==> config.mk <==
export PLATFORM = sky130hd
export DESIGN_NAME = rc_pwm_pulse_capture
export DESIGN_NICKNAME = d
export VERILOG_FILES = /design/src/hdl/rcpc_pkg.sv /design/src/hdl/rcpc_csr.sv /design/src/hdl/rcpc_div_stage.sv /design/src/hdl/rcpc_chan_core.sv /design/src/hdl/rc_pwm_pulse_capture.sv
export SDC_FILE = /design/constraint.sdc
export NUM_CORES = 2
export LEC_CHECK = 0
export BUFFER_PORTS_ARGS = -buffer_cell sky130_fd_sc_hd__buf_2
export CAP_MARGIN = 20
export CORE_MARGIN = 4
export CORE_UTILIZATION = 55
export CTS_CLUSTER_DIAMETER = 30
export CTS_CLUSTER_SIZE = 20
export DETAILED_ROUTE_END_ITERATION = 16
export GPL_TIMING_DRIVEN = 0
export PLACE_DENSITY = 0.76
export SYNTH_ARGS = -nofsm -noshare
export SYNTH_HDL_FRONTEND = slang
export SYNTH_HIERARCHICAL = 1
export SYNTH_SLANG_ARGS = --single-unit
==> constraint.sdc <==
create_clock -name clock -period 39 [get_ports clock]
set_input_delay 3.9 -clock clock [delete_from_list [all_inputs] [get_ports clock]]
set_output_delay 3.9 -clock clock [all_outputs]
set_load 0.1 [all_outputs]
==> src/hdl/rcpc_pkg.sv <==
// shared types, constants and the divide-by-1000 digit step for the pwm capture block
package rcpc_pkg;

   // time and millisecond widths
   localparam int unsigned TIME_W      = 48;
   localparam int unsigned MS_W        = 39;
   localparam int unsigned US_PER_MS   = 1000;
   localparam int unsigned DIGIT_W     = 4;
   localparam int unsigned STEPS_STAGE = 2;
   localparam int unsigned DIV_STAGES  = TIME_W / (DIGIT_W * STEPS_STAGE);
   localparam int unsigned REM_W       = 10;

   // item codes
   typedef enum logic {
      FUNC_EDGE  = 1'b0,
      FUNC_QUERY = 1'b1
   } func_type;

   // register indexes of the csr port
   typedef enum logic [2:0] {
      CSR_FILTER_MIN = 3'd0,
      CSR_FILTER_MAX = 3'd1,
      CSR_VALID_MIN  = 3'd2,
      CSR_VALID_MAX  = 3'd3,
      CSR_TIMEOUT    = 3'd4,
      CSR_NEUTRAL    = 3'd5
   } csr_index_type;

   // configuration values seen by the channel core
   typedef struct packed {
      logic [15:0] filter_min_us;
      logic [15:0] filter_max_us;
      logic [11:0] valid_min_us;
      logic [11:0] valid_max_us;
      logic [15:0] timeout_ms;
      logic [11:0] neutral_us;
   } cfg_type;

   // one input transaction
   typedef struct packed {
      func_type          func;
      logic [2:0]        channel;
      logic              pin_level;
      logic [TIME_W-1:0] time_us;
   } item_type;

   // item travelling down the divider pipeline
   typedef struct packed {
      item_type          item;
      logic [REM_W-1:0]  rem;
      logic [TIME_W-1:0] quot;
      logic [TIME_W-1:0] pend;
   } div_type;

   // result of one long-division digit step
   typedef struct packed {
      logic [DIGIT_W-1:0] digit;
      logic [REM_W-1:0]   rem;
   } step_type;

   // one radix-16 digit of the division by 1000
   function automatic step_type div_step(input logic [REM_W-1:0] rem,
                                         input logic [DIGIT_W-1:0] nib);
      logic [13:0]        r;
      logic [13:0]        sub;
      logic [DIGIT_W-1:0] d;
      step_type           res;
      int                 i;
      r = {rem, nib};
      d = '0;
      // multiples of 1000 rise monotonically, so the last hit is the digit
      for (i = 1; i < 16; i++) begin
         if (r >= 14'(i * US_PER_MS)) begin
            d = 4'(i);
         end
      end
      sub       = r - 14'(d) * 14'(US_PER_MS);
      res.digit = d;
      res.rem   = sub[REM_W-1:0];
      return res;
   endfunction

endpackage

==> src/hdl/rcpc_csr.sv <==
// configuration register bank of the pwm capture block
module rcpc_csr (
   input  logic                    clock,
   input  logic                    reset,
   input  logic                    csr_valid,
   output logic                    csr_ready,
   input  logic [2:0]              csr_index,
   input  logic [15:0]             csr_wdata,
   output rcpc_pkg::cfg_type       cfg
);
   import rcpc_pkg::*;

   cfg_type cfg_ff;
   cfg_type cfg_in;

   // writes are always taken
   assign csr_ready = 1'b1;
   assign cfg       = cfg_ff;

   // next register values
   always_comb begin
      cfg_in = cfg_ff;
      if (csr_valid) begin
         unique case (csr_index)
            CSR_FILTER_MIN: cfg_in.filter_min_us = csr_wdata;
            CSR_FILTER_MAX: cfg_in.filter_max_us = csr_wdata;
            CSR_VALID_MIN:  cfg_in.valid_min_us  = csr_wdata[11:0];
            CSR_VALID_MAX:  cfg_in.valid_max_us  = csr_wdata[11:0];
            CSR_TIMEOUT:    cfg_in.timeout_ms    = csr_wdata;
            CSR_NEUTRAL:    cfg_in.neutral_us    = csr_wdata[11:0];
            default:        cfg_in = cfg_ff;
         endcase
      end
   end

   // register bank with reset values
   always_ff @(posedge clock) begin
      if (reset) begin
         cfg_ff.filter_min_us <= 16'd300;
         cfg_ff.filter_max_us <= 16'd30000;
         cfg_ff.valid_min_us  <= 12'd900;
         cfg_ff.valid_max_us  <= 12'd2100;
         cfg_ff.timeout_ms    <= 16'd200;
         cfg_ff.neutral_us    <= 12'd1500;
      end else begin
         cfg_ff <= cfg_in;
      end
   end

endmodule

==> src/hdl/rcpc_div_stage.sv <==
// one stage of the microsecond to millisecond divider pipeline, two digits per stage
module rcpc_div_stage (
   input  logic                clock,
   input  logic                reset,
   input  logic                adv,
   input  logic                in_valid,
   input  rcpc_pkg::div_type   d_in,
   output logic                out_valid,
   output rcpc_pkg::div_type   d_out
);
   import rcpc_pkg::*;

   logic     valid_ff;
   div_type  d_ff;
   div_type  d_in_next;
   step_type step_a;
   step_type step_b;

   // two dependent digit steps on the top byte of the pending time
   always_comb begin
      step_a               = div_step(d_in.rem, d_in.pend[TIME_W-1 -: DIGIT_W]);
      step_b               = div_step(step_a.rem,
                                      d_in.pend[TIME_W-1-DIGIT_W -: DIGIT_W]);
      d_in_next.item       = d_in.item;
      d_in_next.rem        = step_b.rem;
      d_in_next.quot       = {d_in.quot[TIME_W-1-2*DIGIT_W:0], step_a.digit, step_b.digit};
      d_in_next.pend       = {d_in.pend[TIME_W-1-2*DIGIT_W:0], {(2*DIGIT_W){1'b0}}};
   end

   // stage registers
   always_ff @(posedge clock) begin
      if (reset) begin
         valid_ff <= 1'b0;
      end else if (adv) begin
         valid_ff <= in_valid;
      end
   end

   always_ff @(posedge clock) begin
      if (adv) begin
         d_ff <= d_in_next;
      end
   end

   assign out_valid = valid_ff;
   assign d_out     = d_ff;

endmodule

==> src/hdl/rcpc_chan_core.sv <==
// per-channel capture state, width measurement and status result register
module rcpc_chan_core #(
   parameter int CHANNELS = 8
) (
   input  logic                clock,
   input  logic                reset,
   input  logic                adv,
   input  logic                in_valid,
   input  rcpc_pkg::div_type   d_in,
   input  rcpc_pkg::cfg_type   cfg,
   output logic                rsp_valid,
   output logic [2:0]          rsp_out_channel,
   output logic [11:0]         rsp_pulse_width_us,
   output logic                rsp_sample_taken,
   output logic                rsp_has_update,
   output logic [15:0]         rsp_age_ms,
   output logic                rsp_fresh
);
   import rcpc_pkg::*;

   localparam int CH_IDX_W = (CHANNELS > 1) ? $clog2(CHANNELS) : 1;

   // channel state
   logic [TIME_W-1:0] rise_ff  [CHANNELS];
   logic [11:0]       width_ff [CHANNELS];
   logic [MS_W-1:0]   upd_ff   [CHANNELS];
   logic [CHANNELS-1:0] seen_ff;
   logic [CHANNELS-1:0] valid_ff;

   // result registers
   logic        rsp_valid_ff;
   logic [2:0]  out_channel_ff;
   logic [11:0] width_out_ff;
   logic        taken_ff;
   logic        known_ff;
   logic [15:0] age_ff;
   logic        fresh_ff;

   logic [2:0]  out_channel_in;
   logic [11:0] width_out_in;
   logic        taken_in;
   logic        known_in;
   logic [15:0] age_in;
   logic        fresh_in;

   // write values and enables
   logic [TIME_W-1:0] rise_in;
   logic [11:0]       width_in;
   logic [MS_W-1:0]   upd_in;
   logic              rise_we;
   logic              fall_we;

   logic [4:0]          ch_ext;
   logic [CH_IDX_W-1:0] idx;
   logic                in_range;
   logic                is_edge;
   logic [TIME_W-1:0]   now;
   logic [MS_W-1:0]     now_ms;
   logic [TIME_W-1:0]   rise_rd;
   logic                seen_rd;
   logic                valid_rd;
   logic [11:0]         width_rd;
   logic [MS_W-1:0]     upd_rd;
   logic [TIME_W-1:0]   meas;
   logic                meas_ok;
   logic                meas_narrow;
   logic                in_filter;
   logic                in_window;
   logic                valid_a;
   logic [MS_W-1:0]     upd_a;
   logic [11:0]         width_a;
   logic [MS_W-1:0]     diff;
   logic                non_neg;

   // channel decode and state read
   always_comb begin
      ch_ext   = {2'b00, d_in.item.channel};
      in_range = ch_ext < 5'(CHANNELS);
      idx      = ch_ext[CH_IDX_W-1:0];
      now      = d_in.item.time_us;
      now_ms   = d_in.quot[MS_W-1:0];
      is_edge  = in_range && (d_in.item.func == FUNC_EDGE);
      rise_rd  = rise_ff[idx];
      seen_rd  = seen_ff[idx];
      valid_rd = valid_ff[idx];
      width_rd = width_ff[idx];
      upd_rd   = upd_ff[idx];
   end

   // edge handling and width measurement
   always_comb begin
      rise_we     = is_edge && d_in.item.pin_level;
      fall_we     = is_edge && !d_in.item.pin_level && seen_rd;
      rise_in     = now;
      meas        = now - rise_rd;
      meas_ok     = (rise_rd != '0) && (now > rise_rd);
      meas_narrow = meas[TIME_W-1:16] == '0;
      in_filter   = meas_narrow && (meas[15:0] >= cfg.filter_min_us)
                    && (meas[15:0] <= cfg.filter_max_us);
      in_window   = meas_narrow && (meas[15:0] >= {4'b0000, cfg.valid_min_us})
                    && (meas[15:0] <= {4'b0000, cfg.valid_max_us});
      taken_in    = fall_we && meas_ok && in_filter && in_window;
      width_in    = meas[11:0];
      upd_in      = now_ms;
   end

   // channel status after this transaction
   always_comb begin
      valid_a        = valid_rd || taken_in;
      upd_a          = taken_in ? upd_in : upd_rd;
      width_a        = taken_in ? width_in : width_rd;
      diff           = now_ms - upd_a;
      non_neg        = now_ms >= upd_a;
      out_channel_in = d_in.item.channel;
      width_out_in   = cfg.neutral_us;
      known_in       = 1'b0;
      age_in         = '0;
      fresh_in       = 1'b0;
      if (in_range) begin
         known_in = upd_a != '0;
         if (valid_a) begin
            width_out_in = width_a;
         end
         if (known_in && non_neg) begin
            age_in   = (diff[MS_W-1:16] != '0) ? 16'hFFFF : diff[15:0];
            fresh_in = valid_a && (diff <= {{(MS_W-16){1'b0}}, cfg.timeout_ms});
         end
      end
   end

   // state write, control bits reset
   always_ff @(posedge clock) begin
      if (reset) begin
         seen_ff  <= '0;
         valid_ff <= '0;
         for (int i = 0; i < CHANNELS; i++) begin
            upd_ff[i] <= '0;
         end
      end else if (adv && in_valid) begin
         if (rise_we) begin
            seen_ff[idx] <= 1'b1;
         end else if (fall_we) begin
            seen_ff[idx] <= 1'b0;
         end
         if (taken_in) begin
            valid_ff[idx] <= 1'b1;
            upd_ff[idx]   <= upd_in;
         end
      end
   end

   // payload state
   always_ff @(posedge clock) begin
      if (adv && in_valid) begin
         if (rise_we) begin
            rise_ff[idx] <= rise_in;
         end
         if (taken_in) begin
            width_ff[idx] <= width_in;
         end
      end
   end

   // result register
   always_ff @(posedge clock) begin
      if (reset) begin
         rsp_valid_ff <= 1'b0;
      end else if (adv) begin
         rsp_valid_ff <= in_valid;
      end
   end

   always_ff @(posedge clock) begin
      if (adv) begin
         out_channel_ff <= out_channel_in;
         width_out_ff   <= width_out_in;
         taken_ff       <= taken_in;
         known_ff       <= known_in;
         age_ff         <= age_in;
         fresh_ff       <= fresh_in;
      end
   end

   assign rsp_valid          = rsp_valid_ff;
   assign rsp_out_channel    = out_channel_ff;
   assign rsp_pulse_width_us = width_out_ff;
   assign rsp_sample_taken   = taken_ff;
   assign rsp_has_update     = known_ff;
   assign rsp_age_ms         = age_ff;
   assign rsp_fresh          = fresh_ff;

endmodule

==> src/hdl/rc_pwm_pulse_capture.sv <==
// top level of the multi-channel rc servo pwm pulse width capture block
//
// req_ channel: one transaction is either a pin edge (req_func 0, with the
// new pin level) or a status query (req_func 1) for req_channel, stamped
// with a free-running microsecond time. every transaction gives exactly
// one rsp_ transaction with the channel's stored width (neutral if none),
// whether this edge took a new sample, whether the update time is known,
// the sample age in milliseconds and whether the channel is valid now.
// csr_ channel: register index and data, always ready; write it only while
// no transaction is in flight.
// throughput is one transaction per cycle while the pipeline is not held.
// a transaction passes the six-stage divide-by-1000 pipeline, which turns
// the microsecond time into milliseconds ahead of the channel state update,
// and then the result register that drives rsp_valid.
// when rsp_ready is low while a result is waiting, the whole pipeline holds
// and req_ready drops; nothing is lost.
// synchronous reset clears the pipeline, the registers to their defaults and
// every channel to "no sample, no rise seen".
module rc_pwm_pulse_capture #(
   parameter int CHANNELS = 8
) (
   input  logic        clock,
   input  logic        reset,
   input  logic        req_valid,
   output logic        req_ready,
   input  logic        req_func,
   input  logic [2:0]  req_channel,
   input  logic        req_pin_level,
   input  logic [47:0] req_time_us,
   output logic        rsp_valid,
   input  logic        rsp_ready,
   output logic [2:0]  rsp_out_channel,
   output logic [11:0] rsp_pulse_width_us,
   output logic        rsp_sample_taken,
   output logic        rsp_has_update,
   output logic [15:0] rsp_age_ms,
   output logic        rsp_fresh,
   input  logic        csr_valid,
   output logic        csr_ready,
   input  logic [2:0]  csr_index,
   input  logic [15:0] csr_wdata
);
   import rcpc_pkg::*;

   cfg_type           cfg;
   logic              adv;
   logic [DIV_STAGES:0] stg_v;
   div_type           stg_d [DIV_STAGES+1];

   // the pipeline moves whenever the result register is free or being taken
   assign adv       = !rsp_valid || rsp_ready;
   assign req_ready = adv;

   // request enters the divider with an empty remainder
   assign stg_v[0]             = req_valid;
   assign stg_d[0].item.func      = func_type'(req_func);
   assign stg_d[0].item.channel   = req_channel;
   assign stg_d[0].item.pin_level = req_pin_level;
   assign stg_d[0].item.time_us   = req_time_us;
   assign stg_d[0].rem            = '0;
   assign stg_d[0].quot           = '0;
   assign stg_d[0].pend           = req_time_us;

   rcpc_csr u_csr (
      .clock     (clock),
      .reset     (reset),
      .csr_valid (csr_valid),
      .csr_ready (csr_ready),
      .csr_index (csr_index),
      .csr_wdata (csr_wdata),
      .cfg       (cfg)
   );

   // divide-by-1000 pipeline
   for (genvar s = 0; s < DIV_STAGES; s++) begin : g_div
      rcpc_div_stage u_stage (
         .clock     (clock),
         .reset     (reset),
         .adv       (adv),
         .in_valid  (stg_v[s]),
         .d_in      (stg_d[s]),
         .out_valid (stg_v[s+1]),
         .d_out     (stg_d[s+1])
      );
   end

   rcpc_chan_core #(
      .CHANNELS (CHANNELS)
   ) u_core (
      .clock              (clock),
      .reset              (reset),
      .adv                (adv),
      .in_valid           (stg_v[DIV_STAGES]),
      .d_in               (stg_d[DIV_STAGES]),
      .cfg                (cfg),
      .rsp_valid          (rsp_valid),
      .rsp_out_channel    (rsp_out_channel),
      .rsp_pulse_width_us (rsp_pulse_width_us),
      .rsp_sample_taken   (rsp_sample_taken),
      .rsp_has_update     (rsp_has_update),
      .rsp_age_ms         (rsp_age_ms),
      .rsp_fresh          (rsp_fresh)
   );

endmodule
==> results.tsv <==
stage	metric	value	unit
detailed_routing	via_per_inst	6.41	
sta	hold_viol_final	0	
global_route	grt_max_degree	74	
clock_network	cts_tree	built	
synthesis	syn_area_per_cell	12.7	um^2
floorplan	die-area	143000	um^2
clock_network	clock_path_buffers	4	
final_layout	postLayoutCellArea	88900	um^2
worst_setup_path	cp_data_required_time	39.61	ns
sta	finalSetupViolations	0	
status	status	finished, final reports clean	
sta	setup-tns-final	0	ns
clock_network	ctsHoldBuffers	0	
detailed_routing	postRouteAntennaNets	0	
worst_setup_path	critPathLaunchType	flop	
place	port-buffer-count	112	
final_layout	drive_gt1_frac	0.151	
synthesis	syn_area	75400	um^2
worst_setup_path	cp_num_buf_inv	14	
final_layout	nets	6831	
place	dp_hpwl	144	mm
final_layout	nFillCells	9562	
synthesis	yosys_warnings	6	
sta	rsz0062_at_grt	false	
clock_network	clk_latency	0.89	ns
floorplan	die_h	378	um
detailed_routing	vias	53985	
worst_setup_path	endpoint_kind	flop	
flow_run	cap_violations	0	
worst_setup_path	worst_path_max_delay_cell	buf_1	
clock_network	cts_resized	0	
sta	tightest_slew	1.16	ns
detailed_routing	drc	0	
global_route	grt_first_pass_wirelength	324	mm
worst_setup_path	cpPeakStageDelay	0.86	ns
global_route	overflow	0	
floorplan	ioPinCount	114	
clock_network	clock_sinks	1521	
floorplan	coreArea	136000	um^2
detailed_routing	drt_iter0_markers	6878	
worst_setup_path	path_delay_family	buffers and inverters	
detailed_routing	drtPass1Iterations	8	
global_route	grt_pass1_vias	52936	
worst_setup_path	crit_type	reg -> reg	
sta	finalCriticalPeriod	15.91	ns
global_route	grt_usage	0.299	
clock_network	root_buffer	clkbuf_16	
synthesis	syn_inst	5938	
clock_network	path_clk_slew	0.05	ns
detailed_routing	wl_met3	24.4	mm
global_route	grt_antenna_before_repair	5	
clock_network	htree_levels	5	
detailed_routing	route.met2.wl	98.1	mm
sta	finClkSkew	0.0666	ns
sta	fin_crit_sh	0.408	
detailed_routing	maxUsedRoutingLayer	met5	
clock_network	numCtsBuffers	300	
detailed_routing	wl_per_cell	25.7	um
sta	drv_slew	0	
detailed_routing	wirelength	217	mm
worst_hold_path	hp-class	reg -> reg	
worst_setup_path	cpMostUsedCell	buf_2	
place	gp_congestion	0.965	
floorplan	rows	135	
final_layout	area_delta_synth_final	17.8	%
place	placed_area	79000	um^2
worst_setup_path	rrSetupSlack	23.09	ns
floorplan	start_util	0.555	
final_layout	diodes	0	
detailed_routing	drt-met1-wl	82.1	mm
worst_setup_path	cp.arrival	16.52	ns
clock_network	post_cts_buffers	0	
floorplan	die-width	378	um
sta	fmax	0.0629	GHz
sta	slew_headroom	0.226	
worst_setup_path	path_max_fanout	10	
==> sequential cells by signal (all words and copies together) (netlist names), named ones only <==
name and count:
g_div.u_stage/out_valid 6, u_core/rsp_sample_taken 1, u_core/rsp_fresh 1, u_core/upd_ff 312, u_core/rise_ff 384, u_core/rsp_pulse_width_us 12
u_core/width_ff 96, u_core/valid_ff 8, u_core/rsp_has_update 1, g_div.u_stage/d_out 588, u_core/rsp_age_ms 16, u_core/rsp_valid 1
u_core/rsp_out_channel 3, u_csr/cfg 84
==> worst paths after layout <==
| path | from | end | cells past startpoint |
|---|---|---|---|
| worst max-delay path | g_div[5].u_stage/d_out[156] | u_core/rsp_age_ms[11] | 48 |
| worst min-delay path | g_div[0].u_stage/d_out[156] | g_div[1].u_stage/d_out[156] | 0 |
| worst max register to register | g_div[5].u_stage/d_out[156] | u_core/rsp_age_ms[11] | 48 |
| worst min register to register | g_div[0].u_stage/d_out[156] | g_div[1].u_stage/d_out[156] | 0 |
==> cells in the final DEF, fill, tap and decap left out, types with 170 or more instances in the layout <==
cell type / n
buf_2: 192
clkbuf_16: 307
o21ai_0: 170
edfxtp_1: 1414
clkbuf_1: 203
nand2_1: 248
a21oi_1: 265
ha_1: 291
mux2i_1: 181
nor2_1: 610
inv_1: 282
==> worst reg2reg max path: cells and delay by family, from the launching register on <==
family | cells | cell delay (ns)
simple gates | 14 | 4.16
flops | 1 | 0.33
compound gates | 14 | 3.70
fa+ha+maj | 4 | 1.17
buf+inv | 14 | 5.56
xor+xnor | 2 | 0.78
==> layer usage <==
layer  vias to the layer above  global-route usage
li1                      23607                   -
met1                     26038               0.395
met2                      3606               0.462
met3                       730              0.0725
met4                         4               0.153
met5                         -                   0
==> area by class of cell <==
class | instances | area (um^2) | share of cell area
Sequential cell | 1521 | 44600 | 0.502
Multi-Input combinational cell | 3785 | 28100 | 0.316
Clock buffer | 358 | 7960 | 0.0896
Tap cell | 1781 | 2230 | 0.0251
Clock inverter | 169 | 1870 | 0.0210
Buffer | 355 | 1780 | 0.0201
Timing Repair Buffer | 149 | 1250 | 0.0141
Inverter | 300 | 1130 | 0.0127
==> metrics by stage <==
step | instances | util | hold WS [ns] | setup WS [ns]
4_1_cts | 8415 | 0.654 | 0.394 | 22.97
2_1_floorplan | 5961 | - | 0.400 | 15.46
6_report | 8418 | 0.655 | 0.400 | 23.09
5_1_grt | 8418 | 0.655 | 0.406 | 22.69
3_3_place_gp | 7854 | 0.577 | 0.400 | 8.19
3_5_place_dp | 7888 | 0.582 | 0.405 | 23.04
Power is not shown: default switching activity piles up to over one toggle a cycle in this logic, so the estimate is an artifact.
